File: src/rtl/bdk_pkg.sv
// Package for the bounded ordered list with delete by key.
// Holds the sizes, the request and cell command codes, and the shared structs.
// No dependencies.
`timescale 1ns / 1ps

package bdk_pkg;

  // Number of entries the list can hold.
  localparam int CAPACITY = 128;

  // Field widths of one entry and of the reported count.
  localparam int KEY_W = 32;
  localparam int PAY_W = 32;
  localparam int CNT_W = 8;

  // Width of a cell position and of the internal entry count (0..CAPACITY).
  localparam int AW = $clog2(CAPACITY);
  localparam int CW = $clog2(CAPACITY + 1);

  // Grouping of the registered selection tree for remove by key.
  localparam int SEL_GRP  = 16;
  localparam int SEL_NGRP = (CAPACITY + SEL_GRP - 1) / SEL_GRP;

  // Request codes.
  typedef enum logic [1:0] {
    ACT_PUSH_BACK  = 2'd0,
    ACT_PUSH_FRONT = 2'd1,
    ACT_POP_FRONT  = 2'd2,
    ACT_REMOVE_KEY = 2'd3
  } act_t;

  // Command broadcast to every cell in the chain.
  typedef enum logic [2:0] {
    OP_HOLD,
    OP_PUSH_BACK,
    OP_PUSH_FRONT,
    OP_POP,
    OP_COMPARE,
    OP_REMOVE
  } op_t;

  // One stored entry.
  typedef struct packed {
    logic [KEY_W-1:0] key;
    logic [PAY_W-1:0] payload;
  } entry_t;

  // Broadcast command with the request operands and the current count.
  typedef struct packed {
    op_t              op;
    logic [KEY_W-1:0] key;
    logic [PAY_W-1:0] payload;
    logic [CW-1:0]    cnt;
  } cmd_t;

endpackage

File: src/rtl/bdk_cell.sv
// One cell of the shift list: holds one entry and a match flag.
// Shifts with its neighbors on push front, pop and removal. Depends on bdk_pkg.
`timescale 1ns / 1ps

module bdk_cell import bdk_pkg::*; (
  input  logic          clk,
  input  cmd_t          cmd,
  input  logic [AW-1:0] idx,
  input  entry_t        left,
  input  entry_t        right,
  input  logic          pfx_in,
  output entry_t        cur,
  output logic          pfx_out,
  output logic          first_hit
);

  entry_t data;
  logic   hit;
  logic   at_tail;
  logic   occupied;

  // Position of this cell relative to the fill level.
  assign at_tail  = (CW'(idx) == cmd.cnt);
  assign occupied = (CW'(idx) < cmd.cnt);

  // A match at or before this cell means this cell closes the gap.
  assign pfx_out   = pfx_in | hit;
  assign first_hit = hit & ~pfx_in;
  assign cur       = data;

  // Entry and match flag update for each broadcast command.
  always_ff @(posedge clk) begin
    unique case (cmd.op)
      OP_PUSH_BACK: begin
        if (at_tail) begin
          data <= '{key: cmd.key, payload: cmd.payload};
        end
      end
      OP_PUSH_FRONT: begin
        data <= left;
      end
      OP_POP: begin
        data <= right;
      end
      OP_COMPARE: begin
        hit <= occupied && (data.key == cmd.key);
      end
      OP_REMOVE: begin
        if (pfx_out) begin
          data <= right;
        end
      end
      OP_HOLD: begin
      end
    endcase
  end

endmodule

File: config.mk
export PLATFORM = sky130hd
export DESIGN_NAME = bdk_cell
export DESIGN_NICKNAME = d
export VERILOG_FILES = /design/src/rtl/bdk_pkg.sv /design/src/rtl/bdk_cell.sv
export SDC_FILE = /design/constraint.sdc
export NUM_CORES = 1
export LEC_CHECK = 0
export BUFFER_PORTS_ARGS = -buffer_cell sky130_fd_sc_hd__buf_2
export CORE_ASPECT_RATIO = 0.8
export CORE_MARGIN = 8
export CORE_UTILIZATION = 50
export DETAILED_ROUTE_END_ITERATION = 10
export PLACE_DENSITY = 0.87
export SETUP_SLACK_MARGIN = 0.3
export SLEW_MARGIN = 25
export SYNTH_ARGS = -nofsm -noshare
export SYNTH_HDL_FRONTEND = slang
export SYNTH_SLANG_ARGS = --single-unit
File: constraint.sdc
create_clock -name clk -period 18.37 [get_ports clk]
set_clock_uncertainty 0.1 [all_clocks]
set_input_delay 0.9185 -clock clk [delete_from_list [all_inputs] [get_ports clk]]
set_output_delay 0.9185 -clock clk [all_outputs]
set_load 0.02 [all_outputs]
==> reports/results.ini, run 1 <==
[synth]
synth-simple-area-share_pct=10.7
yosysSeqAreaShare_pct=36.8
synthTopCellsByCount=edfxtp_1, a31oi_1, a32oi_1
synth_top_family_by_area=compound AO/OA/AOI/OAI gates
syn_area_um2=5310
synth_edf_count=65
ys.flop_type=edfxtp_1
synthMostInstantiatedCell=edfxtp_1
synth_cells=518
ys_warn_count=0
yosys.area.top_type_share_pct=36.8
synth.avg_cell_area_um2=10.2
synth_seq_cells=65
synth_largest_area_cell=edfxtp_1
synth_fp_nets=737
synth_mux_area_share_pct=13.6
ys_top_cells_by_area=edfxtp_1, a32oi_1, mux2_2
synthDistinctLibCells=27
synthXorXnorAreaFrac_pct=5.28
yosys.area_share.adder_pct=1.65
synth_compound_area_share_pct=25.0
async_flop_share_pct=0

[drt]
wirelength_um=18200
drt_first_pass_iters=4
wire_per_inst_um=20.2
vias_per_cell=6.03
wl_met2_um=8900
ant_nets=0
vias=5437
drc=0
wl_met3_um=1560
top_layer_used=met4
m1WireLength_um=7350
drt_iter0_markers=452

[cells_and_area]
area_growth_pct=30.1
nNetsFinal=975
diodes=0
utilization_pct=67.1
drive_above_1_share_pct=44.7

[global_routing]
grt_pass1_vias=5594
grt_max_degree=107
grt_overflow=0
grt_pass1_wl_um=28400
grt_antenna_before_repair=0
grt_util_all_layers_pct=24.2

[timing]
whs_ns=0.759
grt_setup_unrepaired=no
finalCriticalPeriod_ns=3.60
slew_viol_final=0
tightest_slew_ns=0.998
period_share_pct=19.6
layout_setup_ws_ns=14.77
fin_tns_setup_ns=0
max_freq_mhz=278
hold_viol=0
setup_viol=0
relSlewSlack_pct=33.5

[pwr]
p_total_uw=492
sequentialPowerShare_pct=37.6
intPower_uw=352
swShare_pct=28.6
leakagePower_uw=0.00287
p_clk_share_pct=36.2
pwr-share-comb_pct=26.1
power.net_switching_uw=141
power.density_nw_per_um2=71.3
vdd.ir_drop.worst_mv=0.0414

[floorplanning]
core-area_um2=10300
dieArea_um2=14200
die_x_um=131
die_h_um=108
io_pins=278
placementRows=33
initial_core_util_pct=51.6

[clock_network]
cts_root_buf=clkbuf_16
cts_sinks=65
cts_resized=0
clkLatencyLatePin_ns=0.32
cts_buffer_depth=2
hold_buffers=0
cts_tree=done
post_cts_buffers=0
numCtsBuffers=9
clk_pin_slew_worst_paths_ns=0.05
cts_htree_levels=3

[min_path]
min_to=hit
hp-start=cur[52]
hold_path.class=flip-flop to flip-flop
whs_path_depth=4

[critical_path]
critPathLaunchType=input port
rrSetupSlack_ns=16.30
cp.required_ns=18.22
arrival_ns=3.45
r2r_start=hit
crit_path_end_kind=flip-flop
r2r_cells=5
critPathMaxFanout=67
r2r_end=cur[15]
critical_path_class=input port to flip-flop

[place]
finalWeightedCongestion=0.896
dp_slack_ns=14.50
hpwl_um=13500
port_buffers=277

[run_status]
run_status=completed

[job]
cap_violations=0

-- power groups by stage --
stage               clock [uW]  combinational (uW)  sequential (uW)
detailed placement           0                 128              188
CTS                        180                 128              185
floorplan                    0                64.7              202
global placement             0                 123              188
finish                     178                 129              185
global route               187                 140              186
-- layout by cell type, fill, tap and decap left out, drive strengths merged --
master and instances:
nor3 1, nand3 1, a21oi 5, o21ai 65, ha 7, mux2 64
a31oi 64, and2b 21, nor2b 47, or2 1, nor4 8, nand2b 1
edfxtp 65, inv 9, nand4 3, bufinv 2, nor3b 2, o211ai 1
clkinv 4, a32oi 64, o311ai 1, xor2 32, buf 283, clkbuf 9
clkinvlp 1
-- layout make-up --
cell class	count	area [um^2]
Clock inverter	7	85.1
Clock buffer	9	225
Multi-Input combinational cell	388	3000
Sequential cell	65	1950
Fill cell	811	3380
Timing Repair Buffer	283	1440
Inverter	9	33.8
Tap cell	140	175
-- cell families (layout without fill, tap and decap cells) --
group                      after synthesis  count (layout)
muxes                                   64              64
DFF                                     65              65
adders and majority gates                7               7
buffers and inverters                   65             308
AOI/OAI and AO/OA                      200             200
xor gates and xnor gates                32              32
and+or+nand+nor                         85              85
-- per-stage QoR --
stage          instance area (um^2)  instances
6_report                       6900        901
5_1_grt                        6900        901
4_1_cts                        6900        901
3_5_place_dp                   6590        885
3_3_place_gp                   6590        885
2_1_floorplan                  5310        518
-- how the worst max path moves through the flow --
stage	start	slack (ns)	endpoint
final	cmd[73]	14.77	cur[15]
after global routing	cmd[73]	14.60	cur[15]
after CTS	cmd[73]	14.84	cur[9]
after detailed placement	cmd[73]	14.50	cur[12]
after global placement	cmd[73]	14.61	cur[12]
after floorplan	cmd[73]	11.67	cur[0]
-- sequential cells by signal, summed over array words and instances (netlist names) --
| register | cells |
|---|---|
| cur | 64 |
| hit | 1 |
-- critical path, cell delays in order --
cell,delay [ns]
buf_2,0.08
buf_4,0.53
nor2b_4,0.26
buf_4,0.57
a21oi_1,0.16
o21ai_4,0.11
buf_4,0.65
-- layer usage --
metal | global-route usage, % | vias up
met2 | 41.7 | 305
li1 | - | 2543
met1 | 28.7 | 2557
met3 | 7.14 | 32
met5 | 0 | -
met4 | 7.94 | 0
(Power assumes the default switching activity.)
==> run 2: changes to the inputs <==
--- a/config.mk
+++ b/config.mk
@@ -8,9 +8,9 @@
 export BUFFER_PORTS_ARGS = -buffer_cell sky130_fd_sc_hd__buf_2
 export CORE_ASPECT_RATIO = 0.8
 export CORE_MARGIN = 8
-export CORE_UTILIZATION = 50
+export CORE_UTILIZATION = 47
 export DETAILED_ROUTE_END_ITERATION = 10
-export PLACE_DENSITY = 0.87
+export PLACE_DENSITY = 0.83
 export SETUP_SLACK_MARGIN = 0.3
 export SLEW_MARGIN = 25
 export SYNTH_ARGS = -nofsm -noshare
==> constraint.sdc (replaced) <==
create_clock -name clk -period 3.7 [get_ports clk]
set_clock_uncertainty 0.1 [all_clocks]
set_input_delay 0.185 -clock clk [delete_from_list [all_inputs] [get_ports clk]]
set_output_delay 0.185 -clock clk [all_outputs]
set_load 0.02 [all_outputs]
==> reports/results.ini, run 2 (synthesis results as in run 1) <==
[run_status]
run_status=completed

[drt]
vias=5487
ant_nets=0
drt_iter0_markers=353
wire_per_inst_um=20.8
wirelength_um=18900
drc=0
drt_first_pass_iters=4
vias_per_cell=6.03

[floorplanning]
core-area_um2=10900
die_x_um=135
initial_core_util_pct=48.5
die_h_um=111
dieArea_um2=15000
placementRows=34
io_pins=278

[place]
postPlaceCellArea_um2=6640
dp_slack_ns=0.754
finalWeightedCongestion=0.859
hpwl_um=14500
dp.cells=893
port_buffers=277

[clock_network]
cts_sinks=65
cts_buffer_depth=2
cts_resized=0
post_cts_buffers=0
cts_htree_levels=3
numCtsBuffers=9
clk_pin_slew_worst_paths_ns=0.06
clkLatencyLatePin_ns=0.32
cts_tree=done
hold_buffers=0
cts_root_buf=clkbuf_16

[pwr]
power.density_nw_per_um2=345
vdd.ir_drop.worst_mv=0.257
sequentialPowerShare_pct=38.2
power.net_switching_uw=714
intPower_uw=1690
p_clk_share_pct=34.6
swShare_pct=29.8
leakagePower_uw=0.00289
pwr-share-comb_pct=27.2

[min_path]
hold_path.class=input port to flip-flop

[critical_path]
critPathMaxFanout=36
critical_path_class=input port to flip-flop
arrival_ns=2.31
cp.required_ns=3.56
rrSetupSlack_ns=1.82
crit_path_end_kind=flip-flop
critPathLaunchType=input port

[job]
cap_violations=0

[timing]
layout_setup_ws_ns=1.25
hold_viol=0
relSlewSlack_pct=52.8
finalCriticalPeriod_ns=2.45
period_share_pct=66.2
fin_tns_setup_ns=0
setup_viol=0
tightest_slew_ns=0.708
max_freq_mhz=408
slew_viol_final=0
grt_setup_unrepaired=no

[global_routing]
grt_antenna_before_repair=1
grt_pass1_wl_um=29000
grt_overflow=0
grt_max_degree=97
grt_pass1_vias=5606
grt_util_all_layers_pct=23.7

[cells_and_area]
layout_commonest_cell=buf_2
drive_above_1_share_pct=45.0
nNetsFinal=980
utilization_pct=63.6
final_cell_count_no_fill=910
largest_register_ffs=64
stdcell_area_um2=6960
area_growth_pct=31.0
diodes=0
final_cell_mix=buf_2, edfxtp_1, a31oi_1, a32oi_1, o21ai_1

==> run 2: path summary, 6_finish.rpt <==
path	start	depth (start not counted)	endpoint
min reg2reg	cur[50]	4	hit
max	cmd[73]	6	cur[13]
min	cmd[28]	3	cur[20]
max reg2reg	hit	5	cur[13]
==> run 2: cell type report <==
type                            count  area (um^2)
Fill cell                         916         3980
Tap cell                          144          180
Clock buffer                       10          229
Inverter                            9         33.8
Sequential cell                    65         1950
Timing Repair Buffer              288         1510
Multi-Input combinational cell    388         3000
Clock inverter                      6         58.8
==> run 2: metal layers <==
| metal | part of all wire (%) | track usage, % | routed length, um |
|---|---|---|---|
| met1 | 39 | 27.6 | 7380 |
| met2 | 48 | 40.8 | 9150 |
| met5 | 0.042 | 0 | 8 |
| met4 | 1.4 | 5.45 | 272 |
| met3 | 11 | 8.33 | 2100 |
==> run 2: metrics by stage <==
step / power [uW] / hold slack (ns)
2_1_floorplan: 1320 / 0.316
3_3_place_gp: 1550 / 0.422
3_5_place_dp: 1580 / 0.438
4_1_cts: 2410 / 0.0923
5_1_grt: 2500 / 0.112
6_report: 2400 / 0.104
==> run 2: power groups by stage <==
stage / clock (uW) / combinational, uW / sequential [uW]
final: 830 / 653 / 917
after global routing: 873 / 706 / 922
after CTS: 842 / 648 / 917
after detailed placement: 0 / 646 / 931
after global placement: 0 / 619 / 930
after floorplan: 0 / 322 / 997
==> run 2: critical path: stages <==
cell and delay (ns):
buf_2 0.54, nor2b_4 0.67, buf_16 0.25, a21oi_1 0.09, o21ai_4 0.10, buf_4 0.41
==> run 3: changes to the inputs <==
--- a/config.mk
+++ b/config.mk
@@ -8,9 +8,9 @@
 export BUFFER_PORTS_ARGS = -buffer_cell sky130_fd_sc_hd__buf_2
 export CORE_ASPECT_RATIO = 0.8
 export CORE_MARGIN = 8
-export CORE_UTILIZATION = 47
+export CORE_UTILIZATION = 42
 export DETAILED_ROUTE_END_ITERATION = 10
-export PLACE_DENSITY = 0.83
+export PLACE_DENSITY = 0.78
 export SETUP_SLACK_MARGIN = 0.3
 export SLEW_MARGIN = 25
 export SYNTH_ARGS = -nofsm -noshare
==> constraint.sdc (replaced) <==
create_clock -name clk -period 2.1 [get_ports clk]
set_clock_uncertainty 0.1 [all_clocks]
set_input_delay 0.105 -clock clk [delete_from_list [all_inputs] [get_ports clk]]
set_output_delay 0.105 -clock clk [all_outputs]
set_load 0.02 [all_outputs]
==> reports/results.ini, run 3 (synthesis results as in run 1) <==
[run_status]
run_status=completed

[cells_and_area]
largest_register_ffs=64
drive_above_1_share_pct=45.2
final-seq-area_um2=1950
multi_input_area_um2=3020
nNetsFinal=982
diodes=0
final_cell_mix=buf_2, edfxtp_1, a31oi_1, a32oi_1, o21ai_1
layout_commonest_cell=buf_2
fillers=1105
final_cell_count_no_fill=939
area_growth_pct=33.1
stdcell_area_um2=7060

[pwr]
p_total_uw=4180
power.density_nw_per_um2=592
leakagePower_uw=0.00292
vdd.ir_drop.worst_mv=0.329

[global_routing]
grt_antenna_before_repair=0
grt_overflow=0
grt_pass1_wl_um=27100
grt_pass1_vias=5187
grt_max_degree=88
grt_util_all_layers_pct=20.6

[timing]
layout_setup_ws_ns=0.370
slew_viol_final=0
max_freq_mhz=578
period_share_pct=82.4
grt_setup_unrepaired=no
finalCriticalPeriod_ns=1.73
tightest_slew_ns=0.720
setup_viol=0
relSlewSlack_pct=52.0
hold_viol=0
fin_tns_setup_ns=0

[place]
postPlaceCellArea_um2=6780
dp_slack_ns=0.361
hpwl_um=13900
dp.cells=923
finalWeightedCongestion=0.863
port_buffers=277

[critical_path]
path_cells=or2_2, nor2b_1, a21oi_1, o21ai_4, buf_12
r2r_cells=5
cp.required_ns=2.06
critPathLaunchType=flip-flop
cpPeakStageDelay_ns=0.37
critPathMaxFanout=34
arrival_ns=1.69
crit_path_end_kind=flip-flop
critical_path_class=flip-flop to flip-flop
crit_slowest_cell=edfxtp_1

[clock_network]
numCtsBuffers=9
post_cts_buffers=0
clkLatencyLatePin_ns=0.32
cts_resized=0
cts_buffer_depth=2
hold_buffers=0
cts_tree=done
clk_pin_slew_worst_paths_ns=0.05
cts_root_buf=clkbuf_16
cts_sinks=65
cts_htree_levels=3

[drt]
drc=0
wire_per_inst_um=19.3
ant_nets=0
vias=5295
wirelength_um=18100
drt_first_pass_iters=5
vias_per_cell=5.64
drt_iter0_markers=319

[floorplanning]
core-area_um2=12300
initial_core_util_pct=43.3
placementRows=36
die_x_um=142
io_pins=278
dieArea_um2=16500
die_h_um=117

[min_path]
whs_path_depth=3
hold_path.class=input port to flip-flop

[job]
cap_violations=0

[run 3: stage by stage]
| stage | utilization [%] | hold slack (ns) |
|---|---|---|
| 2_1_floorplan | - | 0.188 |
| 3_3_place_gp | 55.4 | 0.345 |
| 3_5_place_dp | 55.4 | 0.347 |
| 4_1_cts | 57.6 | 0.0140 |
| 5_1_grt | 57.6 | 0.0303 |
| 6_report | 57.6 | 0.0269 |
[run 3: final cells by class]
type	instances	area share (%)
well taps	171	3.03
clock inverters	5	0.655
inverters	9	0.514
repair buffers	290	22.1
clock buffers	11	3.29
flip-flops and latches	65	27.6
multi-input cells	388	42.7
[run 3: power breakdown]
| group | switching (uW) | leakage [uW] | internal, uW |
|---|---|---|---|
| combinational | 658 | 0.00216 | 509 |
| clock | 506 | 0.000136 | 904 |
| sequential | 41.0 | 0.000625 | 1570 |
| total | 1200 | 0.00292 | 2980 |
[run 3: critical path: cells and delay by family, from the launching register on]
kind,cells,cell delay (ns)
and+or+nand+nor,2,0.44
DFF,1,0.37
AOI/OAI and AO/OA,2,0.35
buffers and inverters,1,0.20
[run 3: per-layer routing]
metal / vias up / share of wire (%) / track usage, %
li1: 2564 / - / -
met1: 2449 / 42 / 25.5
met4: 0 / 0.97 / 3.85
met3: 14 / 10 / 6.99
met2: 268 / 47 / 34.4
met5: - / 0 / 0
[run 3: final timing paths]
check	endpoint	startpoint	slack, ns
worst max register to register	cur[10]	hit	0.37
worst min-delay path	cur[29]	cmd[37]	0.03
worst max-delay path	cur[10]	hit	0.37
worst min register to register	hit	cur[62]	0.76
